==> config.mk <==
export PLATFORM = sky130hd
export DESIGN_NAME = lph_ctrl
export DESIGN_NICKNAME = d
export VERILOG_FILES = /design/src/rtl/lph_pkg.sv /design/src/rtl/lph_ctrl.sv
export SDC_FILE = /design/constraint.sdc
export NUM_CORES = 1
export LEC_CHECK = 0
export CAP_MARGIN = 20
export CORE_AREA = 2 2 39 41
export CTS_CLUSTER_DIAMETER = 200
export DETAILED_ROUTE_END_ITERATION = 12
export DIE_AREA = 0 0 41 43
export DONT_BUFFER_PORTS = 1
export PLACE_DENSITY = 0.34
export SKIP_LAST_GASP = 1
export SLEW_MARGIN = 20
export SYNTH_ARGS = -nofsm -noshare
export SYNTH_HDL_FRONTEND = slang
export SYNTH_SLANG_ARGS = --single-unit
==> constraint.sdc <==
create_clock -name clk -period 1.4 [get_ports clk]
set_input_delay 0.28 -clock clk [delete_from_list [all_inputs] [get_ports clk]]
set_output_delay 0.28 -clock clk [all_outputs]
set_load 0.005 [all_outputs]
==> src/rtl/lph_pkg.sv <==
// Shared types and constants for the linear-probe hash table.
`default_nettype none
package lph_pkg;

	localparam int SLOTS_DEF = 256;
	localparam int KIND_W    = 2;
	localparam int KEY_W     = 32;
	localparam int VAL_W     = 32;
	localparam int STATUS_W  = 2;

	// request kinds
	localparam logic [KIND_W-1:0] KIND_INSERT = 2'd0;
	localparam logic [KIND_W-1:0] KIND_DELETE = 2'd1;
	localparam logic [KIND_W-1:0] KIND_FIND   = 2'd2;

	// result status codes
	localparam logic [STATUS_W-1:0] ST_OK      = 2'd0;
	localparam logic [STATUS_W-1:0] ST_MISSING = 2'd1;
	localparam logic [STATUS_W-1:0] ST_FULL    = 2'd2;

	// one table slot as stored in memory
	typedef struct packed {
		logic             used;
		logic             deleted;
		logic [KEY_W-1:0] key;
		logic [VAL_W-1:0] value;
	} slot_t;

	// controller -> datapath
	typedef struct packed {
		logic load;         // capture request fields
		logic clr_step;     // clear slot at sweep address, advance
		logic probe_start;  // load home slot, reset probe counter
		logic probe;        // probe phase: issue reads, evaluate slots
		logic out_load;     // move result into output register
	} dp_cmd_t;

	// datapath -> controller
	typedef struct packed {
		logic clr_last;     // sweep address is the last slot
		logic probe_done;   // request resolved this cycle
	} dp_sts_t;

endpackage
`default_nettype wire

==> src/rtl/lph_ctrl.sv <==
// Controller: sequences clear sweep, home slot, probing and result delivery.
`default_nettype none
module lph_ctrl (
	input  wire logic             clk,
	input  wire logic             arst_n,
	input  wire logic             in_valid,
	output logic                  in_ready,
	output logic                  out_valid,
	input  wire logic             out_ready,
	input  wire logic             mod_done,
	input  wire lph_pkg::dp_sts_t sts,
	output lph_pkg::dp_cmd_t      cmd
);
	import lph_pkg::*;

	typedef enum logic [2:0] {
		S_CLEAR,
		S_IDLE,
		S_HOME,
		S_PROBE,
		S_DELIVER
	} state_t;

	state_t state_q;
	logic   out_valid_q;
	logic   out_free;

	assign out_free = !out_valid_q || out_ready;
	assign in_ready = (state_q == S_IDLE);

	always_comb begin
		cmd = '0;
		case (state_q)
			S_CLEAR:   cmd.clr_step    = 1'b1;
			S_IDLE:    cmd.load        = in_valid;
			S_HOME:    cmd.probe_start = mod_done;
			S_PROBE:   cmd.probe       = 1'b1;
			S_DELIVER: cmd.out_load    = out_free;
			default:   cmd             = '0;
		endcase
	end

	always_ff @(posedge clk or negedge arst_n) begin
		if (!arst_n) begin
			state_q     <= S_CLEAR;
			out_valid_q <= 1'b0;
		end else begin
			if (cmd.out_load) begin
				out_valid_q <= 1'b1;
			end else if (out_ready) begin
				out_valid_q <= 1'b0;
			end
			case (state_q)
				S_CLEAR: begin
					if (sts.clr_last) state_q <= S_IDLE;
				end
				S_IDLE: begin
					if (in_valid) state_q <= S_HOME;
				end
				S_HOME: begin
					if (mod_done) state_q <= S_PROBE;
				end
				S_PROBE: begin
					if (sts.probe_done) state_q <= S_DELIVER;
				end
				S_DELIVER: begin
					if (out_free) state_q <= S_IDLE;
				end
				default: state_q <= S_IDLE;
			endcase
		end
	end

	assign out_valid = out_valid_q;

endmodule
`default_nettype wire

==> out/qor.log, run 1 <==
qor: synth.ys.warnings.count 0
qor: power_and_ir_drop.power.density_cell_area 2030 mW/mm^2
qor: timing.post-route-period-util 95.2%
qor: detailed_routing.postRouteWirelength 585 um
qor: cells_and_area.final_net_count 40
qor: critical_path.arrival 1.05 ns
qor: flow_run.cap_violations 0
qor: global_routing.antenna_found_initial 0
qor: place.place_hpwl 489 um
qor: critical_path.crit_type register to primary output
qor: synth.synth.distinct_cells 17
qor: timing.maxSlewHeadroom 82.1%
qor: detailed_routing.detail_route.first_pass.iterations 1
qor: cells_and_area.drive_gt1_share 29.0%
qor: power_and_ir_drop.comb_power_share 38.0%
qor: detailed_routing.vias 218
qor: power_and_ir_drop.intPower 0.370 mW
qor: floorplan.chipHeight 43 um
qor: timing.finalWorstPathRequiredPeriod 1.33 ns
qor: floorplan.die_area 0.00176 mm^2
qor: global_routing.grt_start_max_net_pins 10
qor: cells_and_area.syn_to_final_growth 25.5%
qor: outcome.status complete, no violations
qor: synth.share_of_synthesized_area_occupied_by_flip_flops_and_latches 40.8%
qor: timing.worst_slew_pin_slew 0.268 ns
qor: cells_and_area.fillerInstances 156
qor: detailed_routing.dr.first_iter.drc_count 0
qor: place.place.detailed.instances 43
qor: power_and_ir_drop.power_frac_clock 22.6%
qor: clock_tree.max-clock-path-buffers 2
qor: power_and_ir_drop.vdd_ir_drop_max 0.518 mV
qor: clock_tree.htreeDepth 1
qor: floorplan.ioPinCount 14
qor: synth.synth_top_area_share 40.8%
qor: clock_tree.cts_tree built
qor: synth.syn-cell-area 245 um^2
qor: timing.report.final.setup_viol 0
qor: cells_and_area.instances_no_fill 47
qor: cells_and_area.n_antenna_cell 0
qor: global_routing.number_of_global_route_vias_before_repair 244
qor: critical_path.cp.required 1.12 ns
qor: global_routing.grt_pass1_wl 979 um
qor: power_and_ir_drop.p_sw_share 40.9%
qor: min_path.worst_hold_path_type input port to register
qor: synth.largest_area_contributor_in_the_synthesized_netlist dfrtp_1
qor: power_and_ir_drop.leakage 0.130 nW
qor: place.globalplace.congestion 0.634
qor: detailed_routing.postRouteAntennaNets 0
qor: place.io_buffer_count 0
qor: floorplan.initial_core_utilization 17.7%
qor: clock_tree.cts.sinks 4
qor: floorplan.design.core.area 0.00138 mm^2
qor: clock_tree.cts-buffers-inserted 3
qor: clock_tree.post_cts.repair.setup_buffers 0
qor: synth.synth_nets 35
qor: detailed_routing.route.detailed.drc 0
qor: global_routing.grt_overflow_total 0
qor: clock_tree.clock_latency 0.23 ns
qor: timing.finalWorstSetupSlack 0.0666 ns
qor: synth.yosys_reg_bits 4
qor: critical_path.timing.critical_path.from_type register
qor: critical_path.end_kind primary output
qor: floorplan.num_rows 14
qor: synth.yosys-top-cells-area dfrtp_1 (41%), mux2i_1 (8.2%), nor2_1 (6.1%)
qor: floorplan.die-width 41 um
qor: place.dp_worst_setup_slack 0.186 ns
qor: detailed_routing.post_drt_wl_per_cell 12.4 um
qor: clock_tree.worst_setup_hold_path_clk_slew 0.04 ns
qor: timing.max_clock_freq 0.750 GHz
qor: critical_path.critical_path_peak_fanout 7
qor: clock_tree.root_buffer clkbuf_4
qor: detailed_routing.drt-vias-per-instance 4.64
qor: synth.syn-mean-instance-area 8.76 um^2
qor: global_routing.grt_use_total 9.14%
qor: timing.skew 0.000810 ns
qor: power_and_ir_drop.total_power 0.625 mW
qor: timing.grt_setup_unrepaired true
qor: timing.timing.final.max_slew_violations 0
qor: power_and_ir_drop.share_seq_of_total_power 39.5%
qor: power_and_ir_drop.power.net_switching 0.256 mW
qor: synth.synthCells 28
qor: timing.final-hold-violation-count 0
## Yosys cell counts
cell type	instances
o21ai_1	1
nor3b_1	1
a21oi_1	1
nor2_1	4
buf_2	1
buf_6	1
o2bb2ai_1	1
dfrtp_1	4
and3_1	1
a21boi_0	1
nand2b_1	2
nor3_1	2
inv_1	1
nand2_1	3
or4b_1	1
mux2i_1	2
a31oi_1	1
## cells in the final DEF (no fill, tap or decap), drive strengths merged
| cell type | count |
|---|---|
| inv | 1 |
| a21boi | 1 |
| mux2i | 2 |
| clkbuf | 3 |
| dlygate4sd3 | 1 |
| nand2 | 3 |
| nor3 | 2 |
| o2bb2ai | 1 |
| dfrtp | 4 |
| nor3b | 1 |
| o21ai | 1 |
| a31oi | 1 |
| nor2 | 4 |
| or4b | 1 |
| a21oi | 1 |
| nand2b | 2 |
| buf | 1 |
| and3 | 1 |
## worst paths after layout
check | startpoint | to | slack (ns) | cells past startpoint
worst max-delay path | state_q[0] | cmd[0] | 0.07 | 2
worst min-delay path | sts[0] | state_q[2] | 0.17 | 1
worst max register to register | state_q[0] | state_q[0] | 0.16 | 3
worst min register to register | out_valid | out_valid | 0.57 | 2
max in group asynchronous | arst_n | state_q[1] | 0.88 | 1
min in group asynchronous | arst_n | state_q[0] | 0.33 | 1
## metal layers
metal,vias up,share of wire (%),GRT usage (%)
li1,107,-,-
met1,99,41,9.97
met2,12,46,10.9
met3,0,12,8.38
met4,0,0,6.00
met5,-,0,0
## critical path, stage by stage (launching register included)
cell and delay (ns):
dfrtp_1 0.46, nor2_2 0.17, and3_1 0.19
## state kept, by name, summed over array words and instances (netlist names)
name,count
state_q,3
out_valid,1
## through the flow
stage                     area, um^2  hold slack [ns]  setup TNS [ns]  utilization [%]
after detailed placement         256          -0.0154               0             18.5
after global placement           256          -0.0154               0             18.5
after CTS                        294            0.165               0             21.2
final                            308            0.172               0             22.2
after floorplan                  245          -0.0156               0                -
after global routing             308            0.162         -0.0145             22.2
## power by group through the flow
stage	combinational (mW)	clock [mW]	sequential (mW)
after floorplan	0.217	0	0.186
after global placement	0.207	0	0.224
after detailed placement	0.208	0	0.232
after CTS	0.218	0.151	0.233
after global routing	0.274	0.163	0.261
final	0.237	0.141	0.247
## kinds of logic after synthesis
group,Yosys count,share of synthesized area [%]
AO/OA/AOI/OAI,5,13.3
buffers and inverters,3,8.16
flip-flops,4,40.8
multiplexers,2,8.16
AND/OR/NAND/NOR,14,29.6
## repair_timing
| action | CTS | global route |
|---|---|---|
| pin swaps | 0 | 1 |
| endpoints found under the setup margin | 1 | 4 |
| endpoints found under the hold margin | 4 | 0 |
| resized for setup | 1 | 5 |
| hold buffers | 1 | 0 |
## cell type report
class | instances | area [um^2] | share of cell area [%]
Tap cell | 16 | 20.0 | 6.50
Timing Repair Buffer | 2 | 17.5 | 5.69
Clock buffer | 3 | 22.5 | 7.32
Inverter | 1 | 3.75 | 1.22
Sequential cell | 4 | 101 | 32.9
Multi-Input combinational cell | 21 | 143 | 46.3
(Power assumes the default switching activity.)
==> inputs of run 2 (changes only) <==
--- a/config.mk
+++ b/config.mk
@@ -5,13 +5,13 @@
 export SDC_FILE = /design/constraint.sdc
 export NUM_CORES = 1
 export LEC_CHECK = 0
+export BUFFER_PORTS_ARGS = -buffer_cell sky130_fd_sc_hd__buf_4
 export CAP_MARGIN = 20
 export CORE_AREA = 2 2 39 41
 export CTS_CLUSTER_DIAMETER = 200
 export DETAILED_ROUTE_END_ITERATION = 12
 export DIE_AREA = 0 0 41 43
-export DONT_BUFFER_PORTS = 1
-export PLACE_DENSITY = 0.34
+export PLACE_DENSITY = 0.43
 export SKIP_LAST_GASP = 1
 export SLEW_MARGIN = 20
 export SYNTH_ARGS = -nofsm -noshare
==> run 2 against run 1 <==
  * The flow now finishes with violations (negative setup slack)
  * Register-to-register slack got worse by 0.15 ns
  * Clock skew rose by 0.0081 ns
  * Critical path depth rose by 1
  * Setup slack got worse by 0.077 ns
  * Core utilization rose by 11 points
  * Die area did not move
  * Critical path type unchanged
  * Critical endpoint is now cmd[1]
  * Largest cell class is now buffers
  * Highest routed layer unchanged
==> out/qor.log, run 2 (synthesized netlist as in run 1, its figures left out) <==
qor: cells_and_area.registers.top_by_ff_count state_q
qor: clock_tree.root_buffer clkbuf_4
qor: global_routing.grt_pass1_wl 1100 um [+13%]
qor: power_and_ir_drop.power.density_cell_area 1960 mW/mm^2 [-3.4%]
qor: flow_run.cap_violations 0 [unchanged]
qor: cells_and_area.layout.cells.most_common_list buf_4 (17), nor2_1 (3), nand2_1 (3), clkbuf_4 (3)
qor: timing.finalWorstSetupSlack -0.0106 ns [-0.0772 ns]
qor: clock_tree.cts_tree built
qor: floorplan.ioPinCount 14 [unchanged]
qor: min_path.worst_hold_path_type input port to register
qor: critical_path.crit_chain nand2b_4, nor2_1, buf_4
qor: floorplan.die_area 0.00176 mm^2 [unchanged]
qor: clock_tree.cts-buffers-inserted 3 [unchanged]
qor: timing.max_clock_freq 0.709 GHz [-5.5%]
qor: cells_and_area.post-route-util 32.8% [+11 points]
qor: clock_tree.clock_latency 0.24 ns [about the same]
qor: timing.final-hold-violation-count 0 [unchanged]
qor: timing.timing.final.max_slew_violations 0 [unchanged]
qor: detailed_routing.vias 276 [+27%]
qor: global_routing.grt_start_max_net_pins 10 [unchanged]
qor: place.io_buffer_count 13 [+13]
qor: clock_tree.worst_setup_hold_path_clk_slew 0.04 ns [about the same]
qor: timing.report.final.setup_viol 1 [+1]
qor: critical_path.timing.critical_path.from_type register
qor: floorplan.num_rows 14 [unchanged]
qor: global_routing.number_of_global_route_vias_before_repair 273 [+12%]
qor: timing.skew 0.00892 ns [+0.00811 ns]
qor: cells_and_area.drive_gt1_share 55.1% [+26 points]
qor: critical_path.critical_path_peak_fanout 5 [-2]
qor: power_and_ir_drop.leakage 0.223 nW [+72%]
qor: place.place_hpwl 488 um [-0.16%]
qor: detailed_routing.post_drt_wl_per_cell 11.3 um [-8.9%]
qor: timing.grt_setup_unrepaired true
qor: detailed_routing.drt-vias-per-instance 4.25 [-8.5%]
qor: floorplan.chipHeight 43 um [unchanged]
qor: critical_path.worst-path-buf-inv 1 [+1]
qor: place.globalplace.congestion 0.676 [+6.6%]
qor: critical_path.cp_top_family flip-flops
qor: critical_path.cp_slowest_stage_delay 0.42 ns [-0.04 ns]
qor: timing.post-route-period-util 101% [+5.5 points]
qor: detailed_routing.postRouteWirelength 737 um [+26%]
qor: cells_and_area.largest_register_ff_count 3 [unchanged]
qor: power_and_ir_drop.vdd_ir_drop_max 0.665 mV [+28%]
qor: floorplan.die-width 41 um [unchanged]
qor: timing.fin_worst_hold_slack 0.281 ns [+0.109 ns]
qor: timing.finalWorstPathRequiredPeriod 1.41 ns [+0.0772 ns]
qor: timing.maxSlewHeadroom 87.5% [+5.3 points]
qor: cells_and_area.syn_to_final_growth 85.2%
qor: detailed_routing.route.detailed.drc 0 [unchanged]
qor: cells_and_area.final_net_count 58 [+45%]
qor: critical_path.end_kind primary output
qor: critical_path.crit_type register to primary output
qor: detailed_routing.postRouteAntennaNets 0 [unchanged]
qor: place.dp_worst_setup_slack 0.171 ns [-0.0145 ns]
qor: power_and_ir_drop.total_power 0.891 mW [+43%]
qor: cells_and_area.n_antenna_cell 0 [unchanged]
qor: critical_path.critical_path.slowest_cell dfrtp_1
qor: clock_tree.max-clock-path-buffers 2 [unchanged]
qor: floorplan.initial_core_utilization 17.7% [unchanged]
qor: timing.worst_slew_pin_slew 0.187 ns [-0.0813 ns]
qor: global_routing.grt_use_total 9.66% [+0.52 points]
qor: detailed_routing.dr.first_iter.drc_count 7 [+7]
qor: critical_path.cp.required 1.12 ns [about the same]
qor: clock_tree.cts.sinks 4 [unchanged]
qor: detailed_routing.detail_route.first_pass.iterations 2 [+1]
qor: critical_path.arrival 1.13 ns [+0.08 ns]
qor: outcome.failed_checks negative setup slack
qor: cells_and_area.layout.cells.most_common buf_4
qor: global_routing.grt_overflow_total 0 [unchanged]
qor: floorplan.design.core.area 0.00138 mm^2 [unchanged]
qor: clock_tree.htreeDepth 1 [unchanged]
qor: outcome.status finished, violations left
qor: global_routing.antenna_found_initial 0 [unchanged]
[run 2: cell count changes in the layout (fill, tap and decap cells not counted), sizes merged]
cell / before / now
buf: 1 / 19
[run 2: per-layer routing]
| metal | track usage, % | up-vias | share of wire [%] |
|---|---|---|---|
| met5 | 0 | - | 0 |
| met4 | 8.00 | 0 | 0 |
| met3 | 3.66 | 0 | 8.1 |
| met2 | 12.5 | 13 | 46 |
| met1 | 12.0 | 124 | 45 |
| li1 | - | 139 | - |
[run 2: worst paths after layout]
check / from / endpoint / slack, ns / cells past startpoint
worst max-delay path: state_q[2] / cmd[1] / -0.01 / 3
worst min-delay path: sts[0] / state_q[2] / 0.28 / 2
worst max register to register: state_q[0] / state_q[0] / 0.01 / 4
worst min register to register: out_valid / out_valid / 0.55 / 2
max in group asynchronous: arst_n / state_q[1] / 0.90 / 2
min in group asynchronous: arst_n / state_q[0] / 0.37 / 2
[run 2: metrics by stage]
| stage | instances | setup TNS [ns] | area (um^2) |
|---|---|---|---|
| detailed placement | 56 | 0 | 354 |
| floorplan | 28 | 0 | 245 |
| CTS | 61 | -0.0307 | 407 |
| global route | 65 | -0.216 | 454 |
| finish | 65 | -0.0106 | 454 |
| global placement | 56 | 0 | 354 |
[run 2: what timing repair did]
item | in CTS | in global routing
hold buffers | 1 | 0
pin swaps | 0 | 2
gates resized for setup | 4 | 6
endpoints found under the setup margin | 4 | 5
hold endpoints to repair | 4 | 0
setup buffers | 1 | 4
gates cloned | 0 | 0
[run 2: cell type report]
| type | count | area [um^2] |
|---|---|---|
| Clock buffer | 3 | 22.5 |
| Tap cell | 16 | 20.0 |
| Fill cell | 143 | 930 |
| Multi-Input combinational cell | 21 | 145 |
| Sequential cell | 4 | 103 |
| Inverter | 1 | 3.75 |
| Timing Repair Buffer | 20 | 160 |
[run 2: report_power, final]
part	switching [mW]	total, mW	internal [mW]
logic	0.190	0.496	0.306
registers	0.0828	0.247	0.164
clock network	0.0522	0.148	0.0962
